<file path="config.mk">
export PLATFORM = sky130hd
export DESIGN_NAME = gpvf_ctrl
export DESIGN_NICKNAME = d
export VERILOG_FILES = /design/src/rtl/core/gpvf_pkg.sv /design/src/rtl/core/gpvf_ctrl.sv
export VERILOG_INCLUDE_DIRS = /design/src /design/src/rtl/core
export SDC_FILE = /design/constraint.sdc
export NUM_CORES = 1
export LEC_CHECK = 0
export ABC_AREA = 1
export ABC_CLOCK_PERIOD_IN_PS = 3400
export BUFFER_PORTS_ARGS = -buffer_cell sky130_fd_sc_hd__buf_2
export CAP_MARGIN = 0
export CELL_PAD_IN_SITES_DETAIL_PLACEMENT = 1
export CELL_PAD_IN_SITES_GLOBAL_PLACEMENT = 1
export CORE_MARGIN = 2
export CORE_UTILIZATION = 29
export CTS_BUF_LIST = sky130_fd_sc_hd__clkbuf_8
export DETAILED_ROUTE_END_ITERATION = 12
export PLACE_DENSITY_LB_ADDON = 0.1
export SLEW_MARGIN = 25
export SYNTH_ARGS = -nofsm -noshare
export SYNTH_HDL_FRONTEND = slang
export SYNTH_SLANG_ARGS = --single-unit
</file>
<file path="constraint.sdc">
create_clock -name clk -period 3.4 [get_ports clk]
set_input_delay 0 -clock clk [delete_from_list [all_inputs] [get_ports clk]]
set_output_delay 0 -clock clk [all_outputs]
set_load 0.005 [all_outputs]
</file>
<file path="src/rtl/core/gaze_position_velocity_filter_assert.svh">
// assertion macros for the gaze filter
// used by the gaze filter controller
`ifndef GAZE_POSITION_VELOCITY_FILTER_ASSERT_SVH
`define GAZE_POSITION_VELOCITY_FILTER_ASSERT_SVH
`ifndef SYNTHESIS
`define GPVF_ASSERT(label, prop) \
	label: assert property (@(posedge clk) disable iff (!arst_n) prop) else $error("gpvf check failed");
`define GPVF_ASSERT_NEVER(label, cond) \
	label: assert property (@(posedge clk) disable iff (!arst_n) !(cond)) else $error("gpvf forbidden");
`else
`define GPVF_ASSERT(label, prop)
`define GPVF_ASSERT_NEVER(label, cond)
`endif
`endif

</file>
<file path="src/rtl/core/gpvf_pkg.sv">
// shared types and constants for the gaze filter
// no dependencies
package gpvf_pkg;
	localparam int MAX_WINDOW_DEF = 32;
	localparam int FRAC_BITS_DEF = 16;
	localparam int VAL_W = 48;
	localparam int SUM_W = 56;
	localparam int VEL_SCALE = 500;
	localparam logic [15:0] MISSING_RAW = 16'h8000;

	localparam logic [2:0] REG_X_OFFSET = 3'd0;
	localparam logic [2:0] REG_Y_OFFSET = 3'd1;
	localparam logic [2:0] REG_X_GAIN = 3'd2;
	localparam logic [2:0] REG_Y_GAIN = 3'd3;
	localparam logic [2:0] REG_SMOOTH = 3'd4;
	localparam logic [2:0] REG_EYES = 3'd5;

	localparam logic [1:0] EYES_LEFT = 2'd0;
	localparam logic [1:0] EYES_RIGHT = 2'd1;

	// controller to datapath commands
	typedef struct packed {
		logic load;      // capture input item
		logic div_start; // start divider on current channel
		logic pos_step;  // store position of current channel
		logic vel_step;  // update velocity and start average divide
		logic avg_done;  // store averaged velocity
		logic [1:0] chan; // eye*2+axis
		logic finish;    // advance slots, present result
	} cmd_t;

	typedef struct packed {
		logic div_busy;
		logic chan_rec;  // channel's eye recorded
		logic chan_got;  // channel's eye has both coordinates
	} sts_t;
endpackage

</file>
<file path="src/rtl/core/gpvf_ctrl.sv">
// controller: sequences four channels through the shared divider
// depends on gpvf_pkg and the assertion header
`include "gaze_position_velocity_filter_assert.svh"
module gpvf_ctrl (
	input  logic           clk,
	input  logic           arst_n,
	input  logic           in_valid,
	output logic           in_ready,
	output logic           out_valid,
	input  logic           out_ready,
	output gpvf_pkg::cmd_t cmd,
	input  gpvf_pkg::sts_t sts
);
	typedef enum logic [6:0] {
		S_IDLE = 7'b0000001,
		S_POSDIV = 7'b0000010,
		S_POSWAIT = 7'b0000100,
		S_VEL = 7'b0001000,
		S_VELWAIT = 7'b0010000,
		S_NEXT = 7'b0100000,
		S_OUT = 7'b1000000
	} state_t;

	state_t state_q;
	logic [1:0] chan_q;
	logic launch;

	assign in_ready = (state_q == S_IDLE) || (state_q == S_OUT && out_ready);
	assign out_valid = (state_q == S_OUT);
	assign launch = in_valid && in_ready;

	always_comb begin
		cmd = '0;
		cmd.chan = chan_q;
		cmd.load = launch;
		case (state_q)
			S_POSDIV: cmd.div_start = sts.chan_rec && sts.chan_got;
			S_POSWAIT: cmd.pos_step = !sts.div_busy;
			S_VEL: cmd.vel_step = 1'b1;
			S_VELWAIT: cmd.avg_done = !sts.div_busy;
			S_NEXT: cmd.finish = (chan_q == 2'd3);
			default: ;
		endcase
	end

	always_ff @(posedge clk or negedge arst_n) begin
		if (!arst_n) begin
			state_q <= S_IDLE;
			chan_q <= '0;
		end else begin
			case (state_q)
				S_IDLE: if (launch) begin
					state_q <= S_POSDIV; chan_q <= '0;
				end
				S_POSDIV: state_q <= sts.chan_rec ? S_POSWAIT : S_NEXT;
				S_POSWAIT: if (!sts.div_busy) state_q <= S_VEL;
				S_VEL: state_q <= S_VELWAIT;
				S_VELWAIT: if (!sts.div_busy) state_q <= S_NEXT;
				S_NEXT: begin
					chan_q <= chan_q + 2'd1;
					state_q <= (chan_q == 2'd3) ? S_OUT : S_POSDIV;
				end
				S_OUT: if (launch) begin
					state_q <= S_POSDIV; chan_q <= '0;
				end else if (out_ready) state_q <= S_IDLE;
				default: state_q <= S_IDLE;
			endcase
		end
	end

	`GPVF_ASSERT(a_onehot, $onehot(state_q))
	`GPVF_ASSERT_NEVER(a_load_busy, cmd.load && state_q != S_IDLE && state_q != S_OUT)
	`GPVF_ASSERT(a_vel_then_wait, cmd.vel_step |=> state_q == S_VELWAIT)
endmodule
</file>
Yosys cells after proc, flatten, opt, wreduce, memory -nomap -nowiden
Index checks and enable logic that the tools add are counted.
{ "totals": {"register_bits": 9, "input_bits": 7} }
{ "op_classes": {"add_sub_neg": 1, "n_eq_ne": 13, "muxes": 15, "n_reduce_logical": 9} }
{ "op_table": {"columns": ["op", "count"], "rows": [
  ["one-hot mux 7 bit (7 select lines)", 1],
  ["2-to-1 mux 7 bit", 6],
  ["equality test 7 x 1 -> 1 bit (second input constant)", 1],
  ["equality test 7 x 2 -> 1 bit (second input constant)", 1],
  ["equality test 7 x 3 -> 1 bit (second input constant)", 1],
  ["equality test 7 x 4 -> 1 bit (second input constant)", 1],
  ["equality test 7 x 5 -> 1 bit (second input constant)", 1],
  ["equality test 7 x 6 -> 1 bit (second input constant)", 1],
  ["equality test 7 bit (second input constant)", 1],
  ["2-to-1 mux 6 bit", 1],
  ["inequality test 2 bit (second input constant)", 3],
  ["2-to-1 mux 1 bit", 5],
  ["one-hot mux 2 bit (2 select lines)", 1],
  ["AND reduction 4 bit", 1],
  ["logical AND 1 bit", 3],
  ["inequality test 3 x 1 -> 1 bit (second input constant)", 1],
  ["adder 2 x 1 -> 2 bit (second input constant)", 1],
  ["equality test 2 bit (second input constant)", 1],
  ["2-to-1 mux 2 bit", 1],
  ["inequality test 2 x 1 -> 1 bit (second input constant)", 1],
  ["AND reduction 2 bit", 1],
  ["nonzero test 2 bit", 1],
  ["OR reduction 2 bit", 1],
  ["logical NOT 1 bit", 1],
  ["logical OR 1 bit", 1]
]} }

Depth between registers and ports, before layout
Gate-level depths: netlist of run 1.
{ "logic_depth": {"ltp_word": 6, "mapped_depth": 10} }

Least setup slack after synthesis of run 1
No wires, ideal clock.
{ "synth_timing": {"kind": "register to register", "from": "register state_q[0]", "to": "register state_q[1]", "arrival_time_ps": 1143, "required_time_ps": 3327, "path_slack_ps": 2184, "path_stages_with_launch": 9, "n_path_buf": 0, "synth_period_minus_slack_ps": 1216, "path_cell_list": "dfstp_2 inv_1 nand3_1 nor2_4 nand2_2 nand2_2 nor2_4 inv_2 a21oi_2"} }
{ "synth_between": {"elab_chain_cells": 6} }
{ "synth_lines": {"columns": ["element", "line_no", "source"], "rows": [
  ["from (decl)", "gpvf_ctrl.sv:24", "state_t state_q;"],
  ["from (signal assigned)", "gpvf_ctrl.sv:55", "S_POSDIV: state_q <= sts.chan_rec ? S_POSWAIT : S_NEXT;"],
  ["from (signal assigned)", "gpvf_ctrl.sv:61", "state_q <= (chan_q == 2'd3) ? S_OUT : S_POSDIV;"],
  ["equality test 7 bit *", null, null],
  ["named net out_valid", "gpvf_ctrl.sv:9", "output logic out_valid,"],
  ["logical AND 1 bit", "gpvf_ctrl.sv:28", "assign in_ready = (state_q == S_IDLE) || (state_q == S_OUT && out_ready);"],
  ["logical OR 1 bit", "gpvf_ctrl.sv:28", null],
  ["logical AND 1 bit", "gpvf_ctrl.sv:30", "assign launch = in_valid && in_ready;"],
  ["2-to-1 mux 7 bit (tied with other cells)", "gpvf_ctrl.sv:63", "S_OUT: if (launch) begin"],
  ["one-hot mux 7 bit (7 select lines) / AND reduction 4 bit (equally long branches)", null, null]
]} }
The timed path passes the listed nets; every way through them passes the cells marked *.
A chain may end at the register's enable or synchronous reset.

==> summary.md, run 1 <==
| Metric | Value |
|---|---|
| Status | completed |
| Fill cell count | 283 |
| RSZ-0062 raised after global routing | no |
| Rows | 17 |
| CP endpoint kind | primary output |
| M3 GR Usage | 0.04286 |
| Remaining DRCs | 0 |
| Tmin final | 1.517 ns |
| Clock transition at path regs | 0.05 ns |
| Crit path cell chain | nor2_1 -> nand3_1 -> nor2_1 -> inv_2 -> nor2_1 -> buf_2 |
| Setup TNS | 0 ns |
| Largest net degree at the start of global routing | 10 |
| Die ar. | 2788 µm² |
| # IOs | 17 |
| Diode count | 0 |
| Clock Path Buffers | 2 |
| #FFs+latches synth | 9 |
| Min-delay src | out_ready |
| Die height | 52.80 µm |
| Commonest non-fill, non-tap cell in the layout | nand2_1 |
| Root buffer cell | clkbuf_8 |
| Arr. time, crit path | 1.52 ns |
| Largest fanout on the critical path | 4 |
| Syn Nets | 103 |
| Iter 0 DRT Violations | 17 |
| Post-synthesis cell type count | 20 |
| Post-Route WL | 1768 µm |
| Slew @ Worst Pin | 0.2677 ns |
| Final Hold Violating Endpoints | 0 |
| Share of the synthesized area in the top cell type | 0.2899 |
| Leakage | 0.4794 nW |
| Num CTS Buffers | 3 |
| Final Cycle Share | 0.4461 |
| Initial Util | 0.3092 |
| Vias in the first global route | 647 |
| Fin. max-slew vios | 0 |
| GRT Max-Usage Layer | met2 |
| Most frequent cells in the layout | nand2_1 (18), nor2_1 (16), buf_2 (16) |
| Avg Cell Area, Syn | 7.270 µm² |
| Worst R2R Start | state_q[2] |
| Main synth FF type | dfrtp_1 |
| Initial antenna violation count | 0 |
| Routability Congestion | 0.7577 |
| Met1 global-route usage | 0.2122 |
| Nets | 125 |
| Clock tree sinks | 9 |
| CP startpoint kind | flip-flop |
| Sequential share of the synthesized area | 0.3279 |
| Skew-Pair Late Insertion Delay | 0.24 ns |
| Post-CTS sizing | 0 |
| Cell area after placement | 798.3 µm² |
| Pwr dens | 695.1 nW/µm² |
| Crit path kind | flip-flop to primary output |
| Layout cells sized above 1 | 0.4052 |
| Post-DRT Antenna Nets | 0 |
| Gr ovfl total | 0 |
| Crit-path most repeated cell | nor2_1 |
| Design area | 863.3 µm² |
| Crit-path max cell delay | 0.39 ns |
| Upper clock frequency limit | 659.3 MHz |
| Top post-synthesis cells by area | dfrtp_1 (29%), nand2_1 (9.8%), nor2_1 (8.7%), nand2_4 (8.2%), nand3_1 (5.8%) |
| Vias per cell | 4.431 |
| Skew final | 0.002145 ns |
| Slowest CP cell | dfrtp_1 |
| Hold slack final | 0.01606 ns |
| H-tree depth | 1 |
| Max VDD drop | 0.0002654 V |
| Vias | 638 |
| # Post-CTS Setup Buffers | 0 |
| Worst Path Required | 3.40 ns |
| Area delta synth->final | 25.00% |
| Synthesized cell area | 690.7 µm² |
| TritonCTS clock tree | yes |
| Yosys top cell by area | dfrtp_1 |
| Syn Inst Count | 95 |
| Slew headroom | 0.8209 |
| Syn. warnings | 0 |
| Final setup viols | 0 |
| Hold WC Path Type | primary input to flip-flop |
| WL per Instance | 12.28 µm |
| Post-CTS Hold Buffers | 2 |
| Core box area | 2233 µm² |
| Pre-Repair DR Iteration Count | 4 |
| GR Util met2 | 0.2271 |
| Sum of net half-perimeters after detailed placement | 1430 µm |
| IO Port Bufs | 16 |
| Number of max-cap violations | 0 |
| Die X | 52.80 µm |
| Worst setup path startpoint | state_q[2] |
| Total GRT Usage | 0.1642 |
| Global-route wire length before repair | 3022 µm |
| Synth async-reset ratio | 1.000 |
| EDFF count, synth | 0 |
## cells in the mapped netlist (2+ instances only)
| cell | number |
|---|---|
| nor2_2 | 2 |
| nand3_2 | 2 |
| inv_1 | 10 |
| nand2_1 | 18 |
| nand3_1 | 8 |
| inv_2 | 5 |
| a21oi_2 | 2 |
| nor2_1 | 16 |
| nor2_4 | 3 |
| dfrtp_1 | 8 |
| nand2_2 | 6 |
| a21oi_1 | 3 |
| nand2_4 | 5 |
## final timing paths
kind / endpoint / slack (ns) / cells after the start
setup reg to reg: chan_q[1] / 2.02 / 7
min in group asynchronous: state_q[3] / 0.16 / 2
hold / removal: state_q[6] / 0.02 / 2
hold reg to reg: chan_q[0] / 0.51 / 1
setup / recovery: cmd[0] / 1.88 / 6
max in group asynchronous: state_q[0] / 2.99 / 2
## metal layers
layer  part of all wire  vias up  routed length (µm)
li1                   -      333                   -
met1               0.48      292                 844
met2               0.46        9                 811
met3              0.025        4                  44
met4              0.038        0                  68
met5                  0        -                   0
## critical path, delay by kind of cell (launching register included)
| family | cells | cell delay, ns |
|---|---|---|
| buf+inv | 2 | 0.22 |
| flops | 1 | 0.39 |
| simple gates | 4 | 0.67 |
## report_power, final
group          leakage, nW  switching, mW  internal (mW)  total (mW)
combinational        0.334          0.198          0.115       0.313
sequential           0.119         0.0201          0.140       0.160
clock               0.0269         0.0483         0.0792       0.127
## per-stage QoR
step	total power [mW]	setup slack [ns]	utilization	cells
after floorplan	0.4046	2.184	-	95
after detailed placement	0.4760	2.051	0.3574	138
after CTS	0.6103	1.886	0.3866	144
final	0.6001	1.883	0.3866	144
after global placement	0.4721	2.077	0.3574	138
after global routing	0.6626	1.742	0.3866	144
## final cells by class
type	count	area, µm²	area share
clock buffers	3	41.29	0.04783
inverters	16	62.56	0.07246
multi-input cells	69	394.1	0.4565
well taps	28	35.03	0.04058
repair buffers	18	100.1	0.1159
clock inverters	1	3.754	0.004348
flip-flops and latches	9	226.5	0.2623
## flip-flops by register name (all words and copies together), names as in the netlist
signal,count
state_q,7
chan_q,2
## cells by family after synthesis
| kind of cell | synth area share |
|---|---|
| simple gates | 0.4837 |
| flops | 0.3279 |
| fa+ha+maj | 0.01811 |
| buf+inv | 0.1015 |
| compound gates | 0.06885 |
No activity file was read; power rests on OpenSTA's default activity.
==> run 2, diff against run 1 <==
--- a/config.mk
+++ b/config.mk
@@ -7,7 +7,7 @@
 export NUM_CORES = 1
 export LEC_CHECK = 0
 export ABC_AREA = 1
-export ABC_CLOCK_PERIOD_IN_PS = 3400
+export ABC_CLOCK_PERIOD_IN_PS = 1500
 export BUFFER_PORTS_ARGS = -buffer_cell sky130_fd_sc_hd__buf_2
 export CAP_MARGIN = 0
 export CELL_PAD_IN_SITES_DETAIL_PLACEMENT = 1
==> constraint.sdc (replaced) <==
create_clock -name clk -period 1.5 [get_ports clk]
set_input_delay 0 -clock clk [delete_from_list [all_inputs] [get_ports clk]]
set_output_delay 0 -clock clk [all_outputs]
set_load 0.005 [all_outputs]
==> summary.md, run 2 (same netlist as run 1, synthesis figures left out) <==
| Metric | Value |
|---|---|
| Status | completed |
| Core box area | 2233 µm² (unchanged) |
| Biggest register | state_q |
| R2R setup slack | 0.13 ns (-1.89 ns) |
| Fin util | 0.3933 (+0.006722) |
| Final setup viols | 0 (unchanged) |
| Routability Congestion | 0.7267 (-4.1%) |
| Clock network power share | 0.204 (-0.008) |
| Largest register FFs | 7 (unchanged) |
| CP delay by family, top | simple AND/OR/NAND/NOR gates |
| Initial Util | 0.3092 (unchanged) |
| Pre-Repair DR Iteration Count | 4 (unchanged) |
| Gr ovfl total | 0 (unchanged) |
| Skew-Pair Late Insertion Delay | 0.23 ns (about the same) |
| Iter 0 DRT Violations | 16 (-1) |
| WL met3 | 22 µm (-50%) |
| Pwr dens | 1569 nW/µm² (+130%) |
| Post-Route WL | 1772 µm (+0.23%) |
| Global-route wire length before repair | 3070 µm (+1.6%) |
| Layout cells sized above 1 | 0.4188 (+0.01363) |
| Sum of net half-perimeters after detailed placement | 1528 µm (+6.8%) |
| H-tree depth | 1 (unchanged) |
| Biggest regs | state_q x7, chan_q x2 |
| IO Port Bufs | 16 (unchanged) |
| Number of max-cap violations | 0 (unchanged) |
| Arr. time, crit path | 1.38 ns (-0.14 ns) |
| Max Used Layer | met4 |
| Nets | 126 (+0.80%) |
| Leakage | 0.4842 nW (+1.0%) |
| Logic pwr share | 0.533 (+0.012) |
| Commonest non-fill, non-tap cell in the layout | nand2_1 |
| Slowest CP cell | dfrtp_1 |
| CP startpoint kind | flip-flop |
| Crit path cell chain | inv_1 -> nand3_1 -> nor2_2 -> inv_2 -> nor2_1 -> buf_2 |
| Setup ws final | 0.1202 ns (-1.763 ns) |
| Die X | 52.80 µm (unchanged) |
| TritonCTS clock tree | yes |
| Largest fanout on the critical path | 4 (unchanged) |
| Final Hold Violating Endpoints | 0 (unchanged) |
| Vias | 652 (+2.2%) |
| Clock Path Buffers | 2 (unchanged) |
| Vias in the first global route | 687 (+6.2%) |
| Worst Path Buf+Inv | 3 (+1) |
| Min-delay src | out_ready |
| Met1 WL | 868 µm (+2.8%) |
| Initial antenna violation count | 0 (unchanged) |
| Slew headroom | 0.8495 (+0.02865) |
| Switching power | 0.6127 mW (+130%) |
| Final Cycle Share | 0.9199 |
| Worst R2R Start | state_q[0] |
| Upper clock frequency limit | 724.7 MHz |
| Slew @ Worst Pin | 0.2251 ns (-0.04261 ns) |
| Hold depth | 2 (unchanged) |
| Remaining DRCs | 0 (unchanged) |
| Root buffer cell | clkbuf_8 |
| WL per Instance | 12.22 µm (-0.46%) |
| Design area | 878.3 µm² (+1.7%) |
| Post-DRT Antenna Nets | 0 (unchanged) |
| Hold path endpoint | state_q[6] |
| Fin. max-slew vios | 0 (unchanged) |
| Num CTS Buffers | 3 (unchanged) |
| Largest net degree at the start of global routing | 10 (unchanged) |
| Switching Share | 0.4447 (+0.001166) |
| FF-to-FF path depth | 8 (+1) |
| Internal power | 0.7652 mW (+130%) |
| Clock transition at path regs | 0.05 ns (about the same) |
| Hold WC Path Type | primary input to flip-flop |
| Die height | 52.80 µm (unchanged) |
| Die ar. | 2788 µm² (unchanged) |
| CP endpoint kind | primary output |
| Clock tree sinks | 9 (unchanged) |
| Pre-CTS setup slack | 0.1266 ns (-1.924 ns) |
| # IOs | 17 (unchanged) |
| Area delta synth->final | 27.17% |
| Crit-path max cell delay | 0.39 ns (about the same) |
| RSZ-0062 raised after global routing | yes |
| Crit path kind | flip-flop to primary output |
| Total GRT Usage | 0.1573 (-0.006858) |
| Diode count | 0 (unchanged) |
| # Post-CTS Setup Buffers | 0 (unchanged) |
| Cell area after placement | 805.8 µm² (+0.94%) |
| Sequential power share | 0.263 (-0.004) |
| Power Total | 1.378 mW (+130%) |
| Most frequent cells in the layout | nand2_1 (18), buf_2 (16), nor2_1 (15) |
| Met2 Wirelength | 835 µm (+3.0%) |
| Rows | 17 (unchanged) |
| Max VDD drop | 0.0005310 V (+100%) |
| Vias per cell | 4.497 (+1.5%) |
| Worst Path Required | 1.50 ns (-1.90 ns) |
| Skew final | 0.004171 ns (+0.002026 ns) |
| Tmin final | 1.380 ns |
| Reg2reg end | state_q[1] |
run 2: cell count changes in the layout (fill, tap and decap cells not counted):
cell	previous run	this run
buf_4	0	1
nor2_1	16	15
nor2_4	3	4
run 2: per-stage QoR:
step,setup TNS (ns),hold WS (ns),instances
floorplan,0,-0.2956,95
global placement,0,-0.1310,139
detailed placement,0,-0.1323,139
CTS,0,0.01669,145
global route,-0.01116,0.03689,145
finish,0,0.01030,145
run 2: final cells by class:
type | instances | area (µm²)
Clock buffer | 3 | 41.29
Clock inverter | 1 | 3.754
Fill cell | 295 | 1355
Inverter | 16 | 62.56
Multi-Input combinational cell | 69 | 401.6
Sequential cell | 9 | 226.5
Tap cell | 28 | 35.03
Timing Repair Buffer | 19 | 107.6
run 2: metal layers:
| metal | up-vias | GRT usage |
|---|---|---|
| li1 | 337 | - |
| met1 | 303 | 0.2045 |
| met2 | 8 | 0.2438 |
| met3 | 4 | 0.01714 |
| met4 | 0 | 0.1026 |
| met5 | - | 0 |
run 2: how the worst max path moves through the flow:
stage                       to        from  cells past startpoint
global route            cmd[0]  state_q[2]                      6
CTS                     cmd[0]  state_q[1]                      6
global placement    state_q[5]  state_q[0]                      8
detailed placement  state_q[1]  state_q[0]                      8
floorplan           state_q[1]  state_q[0]                      8
finish                  cmd[0]  state_q[1]                      6
run 2: power groups by stage:
| stage | combinational [mW] | clock, mW | sequential (mW) |
|---|---|---|---|
| 4_1_cts | 0.731 | 0.288 | 0.364 |
| 6_report | 0.734 | 0.281 | 0.363 |
| 3_5_place_dp | 0.724 | 0 | 0.368 |
| 3_3_place_gp | 0.711 | 0 | 0.365 |
| 5_1_grt | 0.830 | 0.299 | 0.372 |
| 2_1_floorplan | 0.557 | 0 | 0.360 |
run 2: timing repair:
item / 4_1_cts / 5_1_grt
resized for setup: 0 / 2
hold endpoints to repair: 10 / 0
endpoints found under the setup margin: 0 / 2
hold buffers: 2 / 0
